==> src/hdl/sao_pkg.sv <==
// Shared types, face-kind codes and arithmetic helpers for the shaded alpha over blend.
// No dependencies; every other file in hdl/ imports this package.
package sao_pkg;

   localparam int CHAN_W   = 8;
   localparam int NUM_CHAN = 3;
   localparam int PROD_W   = 2 * CHAN_W;
   localparam int WIDE_W   = 3 * CHAN_W;
   localparam int NUM_W    = PROD_W + 1;

   localparam logic [1:0] KIND_NORMAL = 2'd0;
   localparam logic [1:0] KIND_LIGHT  = 2'd1;
   localparam logic [1:0] KIND_SHADOW = 2'd2;

   localparam logic [CHAN_W-1:0] CHAN_MAX = 8'hff;

   typedef struct packed {
      logic [1:0]        kind;
      logic [CHAN_W-1:0] src_red;
      logic [CHAN_W-1:0] src_green;
      logic [CHAN_W-1:0] src_blue;
      logic [CHAN_W-1:0] src_alpha;
      logic [CHAN_W-1:0] dst_red;
      logic [CHAN_W-1:0] dst_green;
      logic [CHAN_W-1:0] dst_blue;
      logic [CHAN_W-1:0] dst_alpha;
   } req_type;

   typedef struct packed {
      logic [CHAN_W-1:0] out_red;
      logic [CHAN_W-1:0] out_green;
      logic [CHAN_W-1:0] out_blue;
      logic [CHAN_W-1:0] out_alpha;
   } rsp_type;

   // Numerators and combined alpha handed from the front end to the divider.
   typedef struct packed {
      logic                              valid;
      logic [CHAN_W-1:0]                 alpha;
      logic [NUM_CHAN-1:0][NUM_W-1:0]    num;
   } blend_type;

   // Exact x / 3 for any 9-bit x by reciprocal multiply.
   function automatic logic [CHAN_W-1:0] div3(input logic [CHAN_W:0] x);
      logic [19:0] p;
      p = 20'(x) * 20'd683;
      return p[18:11];
   endfunction

   function automatic logic [CHAN_W-1:0] shade(input logic [1:0] kind,
                                                input logic [CHAN_W-1:0] c);
      logic [CHAN_W-1:0] s;
      unique case (kind)
         KIND_LIGHT:  s = c + div3(9'(CHAN_MAX - c));
         KIND_SHADOW: s = div3({c, 1'b0});
         default:     s = c;
      endcase
      return s;
   endfunction

   // Exact x / 255 for a 24-bit x: reciprocal estimate low by at most one, then fix up.
   function automatic logic [PROD_W-1:0] div255(input logic [WIDE_W-1:0] x);
      logic [48:0] acc;
      logic [16:0] q;
      logic [24:0] back;
      logic [24:0] r;
      acc  = 49'(x) + (49'(x) << 8) + (49'(x) << 16) + (49'(x) << 24);
      q    = acc[48:32];
      back = (25'(q) << 8) - 25'(q);
      r    = 25'(x) - back;
      if (r >= 25'(CHAN_MAX)) begin
         q = q + 17'd1;
      end
      return q[PROD_W-1:0];
   endfunction

endpackage

==> src/hdl/sao_prep.sv <==
// Front end: face shading, alpha combine and blend numerators in three register stages.
// Depends on sao_pkg.
module sao_prep (
   input  logic               clock,
   input  logic               reset,
   input  logic               advance,
   input  logic               req_valid,
   input  sao_pkg::req_type   req_data,
   output sao_pkg::blend_type blend
);
   import sao_pkg::*;

   // stage 1: shaded source, destination colors, da * (255 - sa)
   logic                                s1_vld_ff;
   logic [NUM_CHAN-1:0][CHAN_W-1:0]     s1_sc_ff, s1_sc_in;
   logic [NUM_CHAN-1:0][CHAN_W-1:0]     s1_dc_ff, s1_dc_in;
   logic [CHAN_W-1:0]                   s1_sa_ff;
   logic [PROD_W-1:0]                   s1_pda_ff, s1_pda_in;

   // stage 2: combined alpha, source products, destination products
   logic                                s2_vld_ff;
   logic [CHAN_W-1:0]                   s2_alpha_ff, s2_alpha_in;
   logic [NUM_CHAN-1:0][PROD_W-1:0]     s2_scsa_ff, s2_scsa_in;
   logic [NUM_CHAN-1:0][WIDE_W-1:0]     s2_dcp_ff, s2_dcp_in;

   // stage 3: numerators
   logic                                s3_vld_ff;
   logic [CHAN_W-1:0]                   s3_alpha_ff;
   logic [NUM_CHAN-1:0][NUM_W-1:0]      s3_num_ff, s3_num_in;

   always_comb begin
      s1_sc_in[0] = shade(req_data.kind, req_data.src_red);
      s1_sc_in[1] = shade(req_data.kind, req_data.src_green);
      s1_sc_in[2] = shade(req_data.kind, req_data.src_blue);
      s1_dc_in[0] = req_data.dst_red;
      s1_dc_in[1] = req_data.dst_green;
      s1_dc_in[2] = req_data.dst_blue;
      s1_pda_in   = PROD_W'(req_data.dst_alpha) * PROD_W'(CHAN_MAX - req_data.src_alpha);
   end

   always_comb begin
      s2_alpha_in = s1_sa_ff + CHAN_W'(div255(WIDE_W'(s1_pda_ff)));
      for (int i = 0; i < NUM_CHAN; i++) begin
         s2_scsa_in[i] = PROD_W'(s1_sc_ff[i]) * PROD_W'(s1_sa_ff);
         s2_dcp_in[i]  = WIDE_W'(s1_dc_ff[i]) * WIDE_W'(s1_pda_ff);
      end
   end

   always_comb begin
      for (int i = 0; i < NUM_CHAN; i++) begin
         s3_num_in[i] = NUM_W'(s2_scsa_ff[i]) + NUM_W'(div255(s2_dcp_ff[i]));
      end
   end

   always_ff @(posedge clock) begin
      if (reset) begin
         s1_vld_ff <= 1'b0;
         s2_vld_ff <= 1'b0;
         s3_vld_ff <= 1'b0;
      end else if (advance) begin
         s1_vld_ff <= req_valid;
         s2_vld_ff <= s1_vld_ff;
         s3_vld_ff <= s2_vld_ff;
      end
   end

   always_ff @(posedge clock) begin
      if (advance) begin
         s1_sc_ff    <= s1_sc_in;
         s1_dc_ff    <= s1_dc_in;
         s1_sa_ff    <= req_data.src_alpha;
         s1_pda_ff   <= s1_pda_in;
         s2_alpha_ff <= s2_alpha_in;
         s2_scsa_ff  <= s2_scsa_in;
         s2_dcp_ff   <= s2_dcp_in;
         s3_alpha_ff <= s2_alpha_ff;
         s3_num_ff   <= s3_num_in;
      end
   end

   assign blend.valid = s3_vld_ff;
   assign blend.alpha = s3_alpha_ff;
   assign blend.num   = s3_num_ff;

endmodule

==> src/hdl/sao_divider.sv <==
// Pipelined restoring divider: three numerators by the shared alpha, two quotient
// bits per stage, saturating at 255. Depends on sao_pkg.
module sao_divider (
   input  logic               clock,
   input  logic               reset,
   input  logic               advance,
   input  sao_pkg::blend_type blend,
   output logic               rsp_valid,
   output sao_pkg::rsp_type   rsp_data
);
   import sao_pkg::*;

   localparam int BITS_PER_STAGE = 2;
   localparam int STAGES         = CHAN_W / BITS_PER_STAGE;

   typedef struct packed {
      logic [CHAN_W-1:0] part;
      logic [CHAN_W-1:0] rest;
      logic [CHAN_W-1:0] quo;
   } lane_type;

   function automatic lane_type div_steps(input lane_type l, input logic [CHAN_W-1:0] d);
      lane_type        o;
      logic [CHAN_W:0] trial;
      o = l;
      for (int k = 0; k < BITS_PER_STAGE; k++) begin
         trial = {o.part, o.rest[CHAN_W-1]};
         if (trial >= {1'b0, d}) begin
            o.part = CHAN_W'(trial - {1'b0, d});
            o.quo  = {o.quo[CHAN_W-2:0], 1'b1};
         end else begin
            o.part = trial[CHAN_W-1:0];
            o.quo  = {o.quo[CHAN_W-2:0], 1'b0};
         end
         o.rest = {o.rest[CHAN_W-2:0], 1'b0};
      end
      return o;
   endfunction

   function automatic logic [CHAN_W-1:0] pick(input logic zero, input logic sat,
                                              input logic [CHAN_W-1:0] q);
      logic [CHAN_W-1:0] v;
      if (zero) begin
         v = '0;
      end else if (sat) begin
         v = CHAN_MAX;
      end else begin
         v = q;
      end
      return v;
   endfunction

   logic                                          vld_ff   [STAGES];
   logic [CHAN_W-1:0]                             alpha_ff [STAGES];
   logic                                          zero_ff  [STAGES];
   logic [NUM_CHAN-1:0]                           sat_ff   [STAGES];
   lane_type                                      lane_ff  [STAGES][NUM_CHAN];
   lane_type                                      lane_in  [STAGES][NUM_CHAN];
   lane_type                                      lane_init[NUM_CHAN];
   logic [NUM_CHAN-1:0]                           sat_init;

   // Seed lanes; a quotient of 256 or more is flagged and later forced to 255.
   always_comb begin
      for (int i = 0; i < NUM_CHAN; i++) begin
         sat_init[i]       = blend.num[i] >= {1'b0, blend.alpha, {CHAN_W{1'b0}}};
         lane_init[i].part = blend.num[i][NUM_W-2:CHAN_W];
         lane_init[i].rest = blend.num[i][CHAN_W-1:0];
         lane_init[i].quo  = '0;
      end
   end

   always_comb begin
      for (int i = 0; i < NUM_CHAN; i++) begin
         lane_in[0][i] = div_steps(lane_init[i], blend.alpha);
         for (int s = 1; s < STAGES; s++) begin
            lane_in[s][i] = div_steps(lane_ff[s-1][i], alpha_ff[s-1]);
         end
      end
   end

   always_ff @(posedge clock) begin
      if (reset) begin
         for (int s = 0; s < STAGES; s++) begin
            vld_ff[s] <= 1'b0;
         end
      end else if (advance) begin
         vld_ff[0] <= blend.valid;
         for (int s = 1; s < STAGES; s++) begin
            vld_ff[s] <= vld_ff[s-1];
         end
      end
   end

   always_ff @(posedge clock) begin
      if (advance) begin
         alpha_ff[0] <= blend.alpha;
         zero_ff[0]  <= blend.alpha == '0;
         sat_ff[0]   <= sat_init;
         for (int s = 1; s < STAGES; s++) begin
            alpha_ff[s] <= alpha_ff[s-1];
            zero_ff[s]  <= zero_ff[s-1];
            sat_ff[s]   <= sat_ff[s-1];
         end
         lane_ff <= lane_in;
      end
   end

   assign rsp_valid          = vld_ff[STAGES-1];
   assign rsp_data.out_red   = pick(zero_ff[STAGES-1], sat_ff[STAGES-1][0],
                                    lane_ff[STAGES-1][0].quo);
   assign rsp_data.out_green = pick(zero_ff[STAGES-1], sat_ff[STAGES-1][1],
                                    lane_ff[STAGES-1][1].quo);
   assign rsp_data.out_blue  = pick(zero_ff[STAGES-1], sat_ff[STAGES-1][2],
                                    lane_ff[STAGES-1][2].quo);
   assign rsp_data.out_alpha = alpha_ff[STAGES-1];

endmodule

==> src/hdl/shaded_alpha_over_blend.sv <==
// Top level of the shaded alpha over blend pipeline.
// Depends on sao_pkg, sao_prep and sao_divider.
//
// Usage:
//   The req_ channel carries one pixel job: face kind, base source RGBA and the
//   destination RGBA. Kind normal passes the source color, light lifts each color
//   channel by a third of its headroom, shadow keeps two thirds of it; alpha is
//   untouched. The shaded source is composited "over" the destination with
//   truncating division; a zero result alpha gives all zeros, a color channel
//   above 255 saturates.
//   The rsp_ channel returns the blended RGBA, one result per request, in order.
//   Seven register stages: three front-end stages (shade and products, alpha and
//   wide products, numerators by 255) and four divider stages retiring two
//   quotient bits each. Throughput is one transfer per cycle while the receiver
//   takes results, set by the fully pipelined divider.
//   When the receiver stalls with a result waiting, all stages hold and req_ready
//   drops; bubbles are not squeezed out. Reset clears every stage valid bit.
module shaded_alpha_over_blend (
   input  logic             clock,
   input  logic             reset,
   input  logic             req_valid,
   output logic             req_ready,
   input  sao_pkg::req_type req_data,
   output logic             rsp_valid,
   input  logic             rsp_ready,
   output sao_pkg::rsp_type rsp_data
);
   import sao_pkg::*;

   blend_type blend;
   logic      advance;

   // advance the whole pipeline unless a finished result is being held
   assign advance   = !rsp_valid || rsp_ready;
   assign req_ready = advance;

   sao_prep u_prep (
      .clock     (clock),
      .reset     (reset),
      .advance   (advance),
      .req_valid (req_valid),
      .req_data  (req_data),
      .blend     (blend)
   );

   sao_divider u_divider (
      .clock     (clock),
      .reset     (reset),
      .advance   (advance),
      .blend     (blend),
      .rsp_valid (rsp_valid),
      .rsp_data  (rsp_data)
   );

endmodule

==> config.mk <==
export PLATFORM = sky130hd
export DESIGN_NAME = shaded_alpha_over_blend
export DESIGN_NICKNAME = d
export VERILOG_FILES = /design/src/hdl/sao_pkg.sv /design/src/hdl/sao_prep.sv /design/src/hdl/sao_divider.sv /design/src/hdl/shaded_alpha_over_blend.sv
export SDC_FILE = /design/constraint.sdc
export NUM_CORES = 2
export LEC_CHECK = 0
export BUFFER_PORTS_ARGS = -buffer_cell sky130_fd_sc_hd__buf_2
export CELL_PAD_IN_SITES_DETAIL_PLACEMENT = 1
export CELL_PAD_IN_SITES_GLOBAL_PLACEMENT = 1
export CORE_UTILIZATION = 40
export DETAILED_ROUTE_END_ITERATION = 10
export GPL_TIMING_DRIVEN = 0
export MAX_ROUTING_LAYER = met4
export PLACE_DENSITY_LB_ADDON = 0.3
export SYNTH_ARGS = -nofsm -noshare
export SYNTH_HDL_FRONTEND = slang
export SYNTH_SLANG_ARGS = --single-unit
==> constraint.sdc <==
create_clock -name clock -period 24.1 [get_ports clock]
set_input_delay 1.205 -clock clock [delete_from_list [all_inputs] [get_ports clock]]
set_output_delay 1.205 -clock clock [all_outputs]
set_load 0.03 [all_outputs]
Word-level counts from Yosys, hierarchy flattened

Memory sizes are Yosys's and may differ from the RTL's.
Index checks and enable logic that the tools add are counted.

Reductions and logical operators: 3
Equality and inequality tests: 2
$add $sub $neg: 56
$mul: 13
Order comparisons: 31
Bitwise gates (word level): 4
Muxes and demuxes: 68

Operator list:

| operator              | number |
|---|---|
| $mux 8                | 28 |
| $ge 9x8->1            | 24 |
| $add 49x40->49        | 4 |
| $sub 8x8->8           | 21 |
| $add 49x48->49        | 3 |
| $ge 25x8->1 const B   | 4 |
| $sub 25x17->25        | 4 |
| $add 24x32->33        | 3 |
| $sub 24x25->25        | 3 |
| $mul 8x16->24         | 3 |
| $mul 9x10->19 const B | 3 |
| $mul 8x10->18 const B | 3 |
| $add 16x16->17        | 3 |
| $ge 17x16->1          | 3 |
| $add 49x32->49        | 1 |
| $add 16x1->16 const B | 3 |
| $mul 8x8->16          | 3 |
| $mux 16               | 3 |
| $pmux 8 s2            | 3 |
| $sub 8x8->9 const A   | 4 |
| $mux 1                | 34 |
| $add 8x8->8           | 4 |
| $add 16x24->25        | 1 |
| $sub 16x25->25        | 1 |
| other kinds (8)       | 11 |

Memories: 4
Memory bits (writable): 52
Register bits after elaboration: 430

Memory list:

| memory             | words | width | rd ports | clocked after memory_dff | write ports | line              | source |
|---|---|---|---|---|---|---|---|
| u_divider.alpha_ff | 4     | 8     | 4        | 0                        | 4           | sao_divider.sv:54 | `logic [CHAN_W-1:0] alpha_ff [STAGES];` |
| u_divider.sat_ff   | 4     | 3     | 4        | 0                        | 4           | sao_divider.sv:56 | `logic [NUM_CHAN-1:0] sat_ff [STAGES];` |
| u_divider.vld_ff   | 4     | 1     | 4        | 0                        | 4           | sao_divider.sv:53 | `logic vld_ff [STAGES];` |
| u_divider.zero_ff  | 4     | 1     | 4        | 0                        | 4           | sao_divider.sv:55 | `logic zero_ff [STAGES];` |

Depth between registers and ports, before layout

Word-level depth: 8
Gate-level depth with buffers: 56

Hierarchy

From an unflattened synthesis, not the netlist that was laid out.

Cell total of the unflattened synthesis: 7039
Area, all modules: 66702.7 sq um

By module, submodules not included:

| module                  | sequential area each (sq um) | instances | cells each | area each (sq um) |
|---|---|---|---|---|
| sao_prep                | 7837.5                       | 1         | 5477       | 50074.3 |
| sao_divider             | 6606.3                       | 1         | 1561       | 16622.2 |
| shaded_alpha_over_blend | 0.0                          | 1         | 1          | 6.3 |

Least setup slack after synthesis

No wires, ideal clock.

Path kind: input to output
Start point: in rsp_ready
End point: out req_ready
Arrival: 10697 ps
Stages on the path: 3
Required time: 22895 ps
Path slack: 12198 ps
Path through: nor2b_1 > clkbuf_1 > inv_1

Cells in the longest elaborated chain, start to end: 1

Ends and longest elaborated chain:

| element          | line                          | source |
|---|---|---|
| start, declared  | shaded_alpha_over_blend.sv:25 | `input logic rsp_ready,` |
| $logic_or 1x1->1 | shaded_alpha_over_blend.sv:34 | `assign advance = !rsp_valid \|\| rsp_ready;` |
| end, declared    | shaded_alpha_over_blend.sv:22 | `output logic req_ready,` |

No other way between the ends.

==> results.yml <==
yosys:
  synth-main-ff-cell: "edfxtp_1"
  syn_avg_cell_area_um2: 9.48
  synthAdderAreaFrac_pct: 38.7
  synth_top_family_by_area: "adder cells"
  synth_compound_area_share_pct: 10.4
  synth_seq_area_share_pct: 21.4
  muxShareOfSynthArea_pct: 1.66
  synthSimpleGateAreaFrac_pct: 14.0
  synthDistinctLibCells: 97
  netlist.area_leader.share_pct: 21.3
  synth-xor-area-share_pct: 6.37
  synth-seq-cells: 482
  yosys_warnings: 0
  yosys.area.top_type: "edfxtp_1"
  mappedNetlistArea_um2: 67600
  async_reset_ff_share_pct: 0
  synth_area_leaders: "edfxtp_1, ha_1, fa_1"
  synth_edf_count: 479
  synth_cells: 7129
  syn-num-nets: 8931
timing:
  setup_viol: 0
  period_share_pct: 56.7
  rsz0062_at_grt: "no"
  min_period_ps: 13650
  worst_clock_skew_ps: 56.5
  finalMaxSlewViolations: 0
  worst_slew_pin_slew_ps: 1070
  max_slew_margin_pct: 28.1
  hold_viol: 0
  fmax_mhz: 73.2
  fin_tns_setup_ps: 0
critical_path:
  worst_path_largest_cell_delay_ps: 580
  worst_ep_arrival_time_ps: 14110
  slowest_stage: "edfxtp_1"
  cp-end-kind: "register"
  cp_max_fo: 10
  cp-start-kind: "register"
  worst_path_most_repeated_cell: "a21oi_1"
  critPathKind: "reg -> reg"
  crit_required_ps: 24560
global_route:
  grt_use_met3_pct: 1.81
  grt_pass1_wl_um: 299000
  grt_pass1_vias: 55100
  grt_start_max_net_pins: 132
  grtUsageMet1_pct: 28.4
  grt.overflow.total: 0
  grt_use_total_pct: 22.7
  busiest_layer: "met2"
  antenna_found_initial: 8
  grtUsageMet2_pct: 39.3
cells_and_area:
  seq_area_um2: 14400
  final_cell_mix: "inv_1, ha_1, fa_1, nand2_1, edfxtp_1"
  layout_commonest_cell: "inv_1"
  n_fill_cell: 19300
  final_nets: 9099
  area_growth_syn_to_layout_pct: 7.95
  drive_above_1_share_pct: 4.87
  multi_input_area_um2: 48100
route:
  ant_nets: 0
  drt-wirelength-per-cell_um: 19.5
  first_pass_iters: 5
  via_count: 50600
  via_per_inst: 5.29
  wl_um: 186000
  drc_errors: 0
  drtIter0Drc: 2109
placed_design:
  gp_congestion: 0.931
  dp_hpwl_um: 157000
  portBuffers: 103
die:
  die_h_um: 413
  coreArea_um2: 167000
  rows: 150
  die_area_um2: 171000
  die_w_um: 413
  io_pins: 104
  start_util_pct: 40.4
flow_run:
  cap_violations: 0
clock_tree:
  worstSkewPairLatency_ps: 700
  cts_tree: "done"
  cts.sinks: 482
  cts_hold_buf: 0
  clock_tree.root_cell: "clkbuf_16"
  htree_levels: 2
  post_cts_buffers: 0
  cts-resized-gates: 0
  path_clk_slew_ps: 60
  cts_buffers: 59
  ctsLongestPathBuffers: 3
min_path:
  hold_path.class: "reg -> reg"
run_status:
  status: "complete, no violations"
-- cell type report --
| class | instances | area share [%] |
|---|---|---|
| Buffer | 125 | 0.666 |
| Multi-Input combinational cell | 5313 | 65.9 |
| Timing Repair Buffer | 107 | 0.858 |
| Antenna cell | 5 | 0.0172 |
| Sequential cell | 482 | 19.8 |
| Clock buffer | 67 | 2.07 |
| Inverter | 1209 | 6.23 |
| Tap cell | 2204 | 3.78 |
| Clock inverter | 41 | 0.635 |
-- cells in the mapped netlist (9+ instances only) --
cell and number:
nand4_1 73, o21a_1 38, a211oi_1 23, nor3_1 74, mux2i_1 32, nor4_1 36
a21o_1 115, a21boi_0 35, o211ai_1 11, or2_2 23, nor2_1 369, a41oi_1 10
o2111ai_1 9, nand3_1 74, or4_1 14, mux2_2 70, inv_1 1202, a311oi_2 9
o31ai_1 24, nor2b_1 130, and2_1 327, clkbuf_1 116, o21bai_1 47, xnor2_1 337
ha_1 1135, a21oi_1 345, xor2_1 150, fa_1 597, and3_1 22, nand2b_1 110
a311oi_1 10, a31oi_1 31, a211o_1 9, a221oi_1 23, a2111oi_0 10, o21ai_0 272
edfxtp_1 479, or3_1 16, nand2_1 559, nor3b_1 13
-- per-stage QoR --
stage / area [µm²] / hold slack [ps] / cells / worst slack, ps / utilization [%]
after floorplan: 67600 / 400 / 7129 / 12200 / -
after global placement: 70800 / 401 / 9436 / 6940 / 42.3
after detailed placement: 71000 / 406 / 9440 / 10580 / 42.4
after CTS: 72900 / 379 / 9548 / 10580 / 43.6
after global routing: 72900 / 412 / 9553 / 9450 / 43.6
final: 72900 / 407 / 9553 / 10450 / 43.6
-- per-layer routing --
layer	share of wire [%]	vias up
met3	2.6	241
met5	0	-
met2	49	683
li1	-	24300
met1	45	25400
met4	2.6	0
-- logic make-up (layout without fill, tap and decap cells) --
group / after synthesis / after routing
buf+inv: 1334 / 1549
other cells: 0 / 5
xor+xnor: 489 / 489
simple gates: 1881 / 1881
compound gates: 1108 / 1108
mux: 103 / 103
fa+ha+maj: 1732 / 1732
flops: 482 / 482
-- sequential cells by signal (all words and copies together), names as in the netlist --
signal,cells
u_divider.lane_ff,168
u_prep.s2_dcp_ff,72
u_prep.blend,51
u_prep.s2_scsa_ff,48
u_divider.alpha_ff,32
u_prep.s1_dc_ff,24
u_prep.s1_sc_ff,24
u_prep.s1_pda_ff,16
u_divider.sat_ff,12
u_prep.s1_sa_ff,8
u_prep.s2_alpha_ff,8
u_prep.s3_alpha_ff,8
u_divider.vld_ff,4
u_divider.zero_ff,4
u_prep.s1_vld_ff,1
u_prep.s2_vld_ff,1
u_prep.s3_vld_ff,1
-- final timing paths --
check                               from                     end  depth (start not counted)  slack [ps]
hold / removal    u_divider.lane_ff[205]  u_divider.lane_ff[135]                          0         410
setup / recovery    u_prep.s2_dcp_ff[55]        u_prep.blend[49]                         51       10450
hold reg to reg   u_divider.lane_ff[205]  u_divider.lane_ff[135]                          0         410
setup reg to reg    u_prep.s2_dcp_ff[55]        u_prep.blend[49]                         51       10450
-- critical path: cells and delay by family (launching register included) --
kind / cells / cell delay, ps
compound gates: 25 / 5750
simple gates: 11 / 2930
fa+ha+maj: 7 / 2680
buf+inv: 5 / 750
mux: 2 / 610
flops: 1 / 580
xor+xnor: 1 / 80
Power is not shown: default switching activity piles up to over one toggle a cycle in this logic, so the estimate is an artifact.
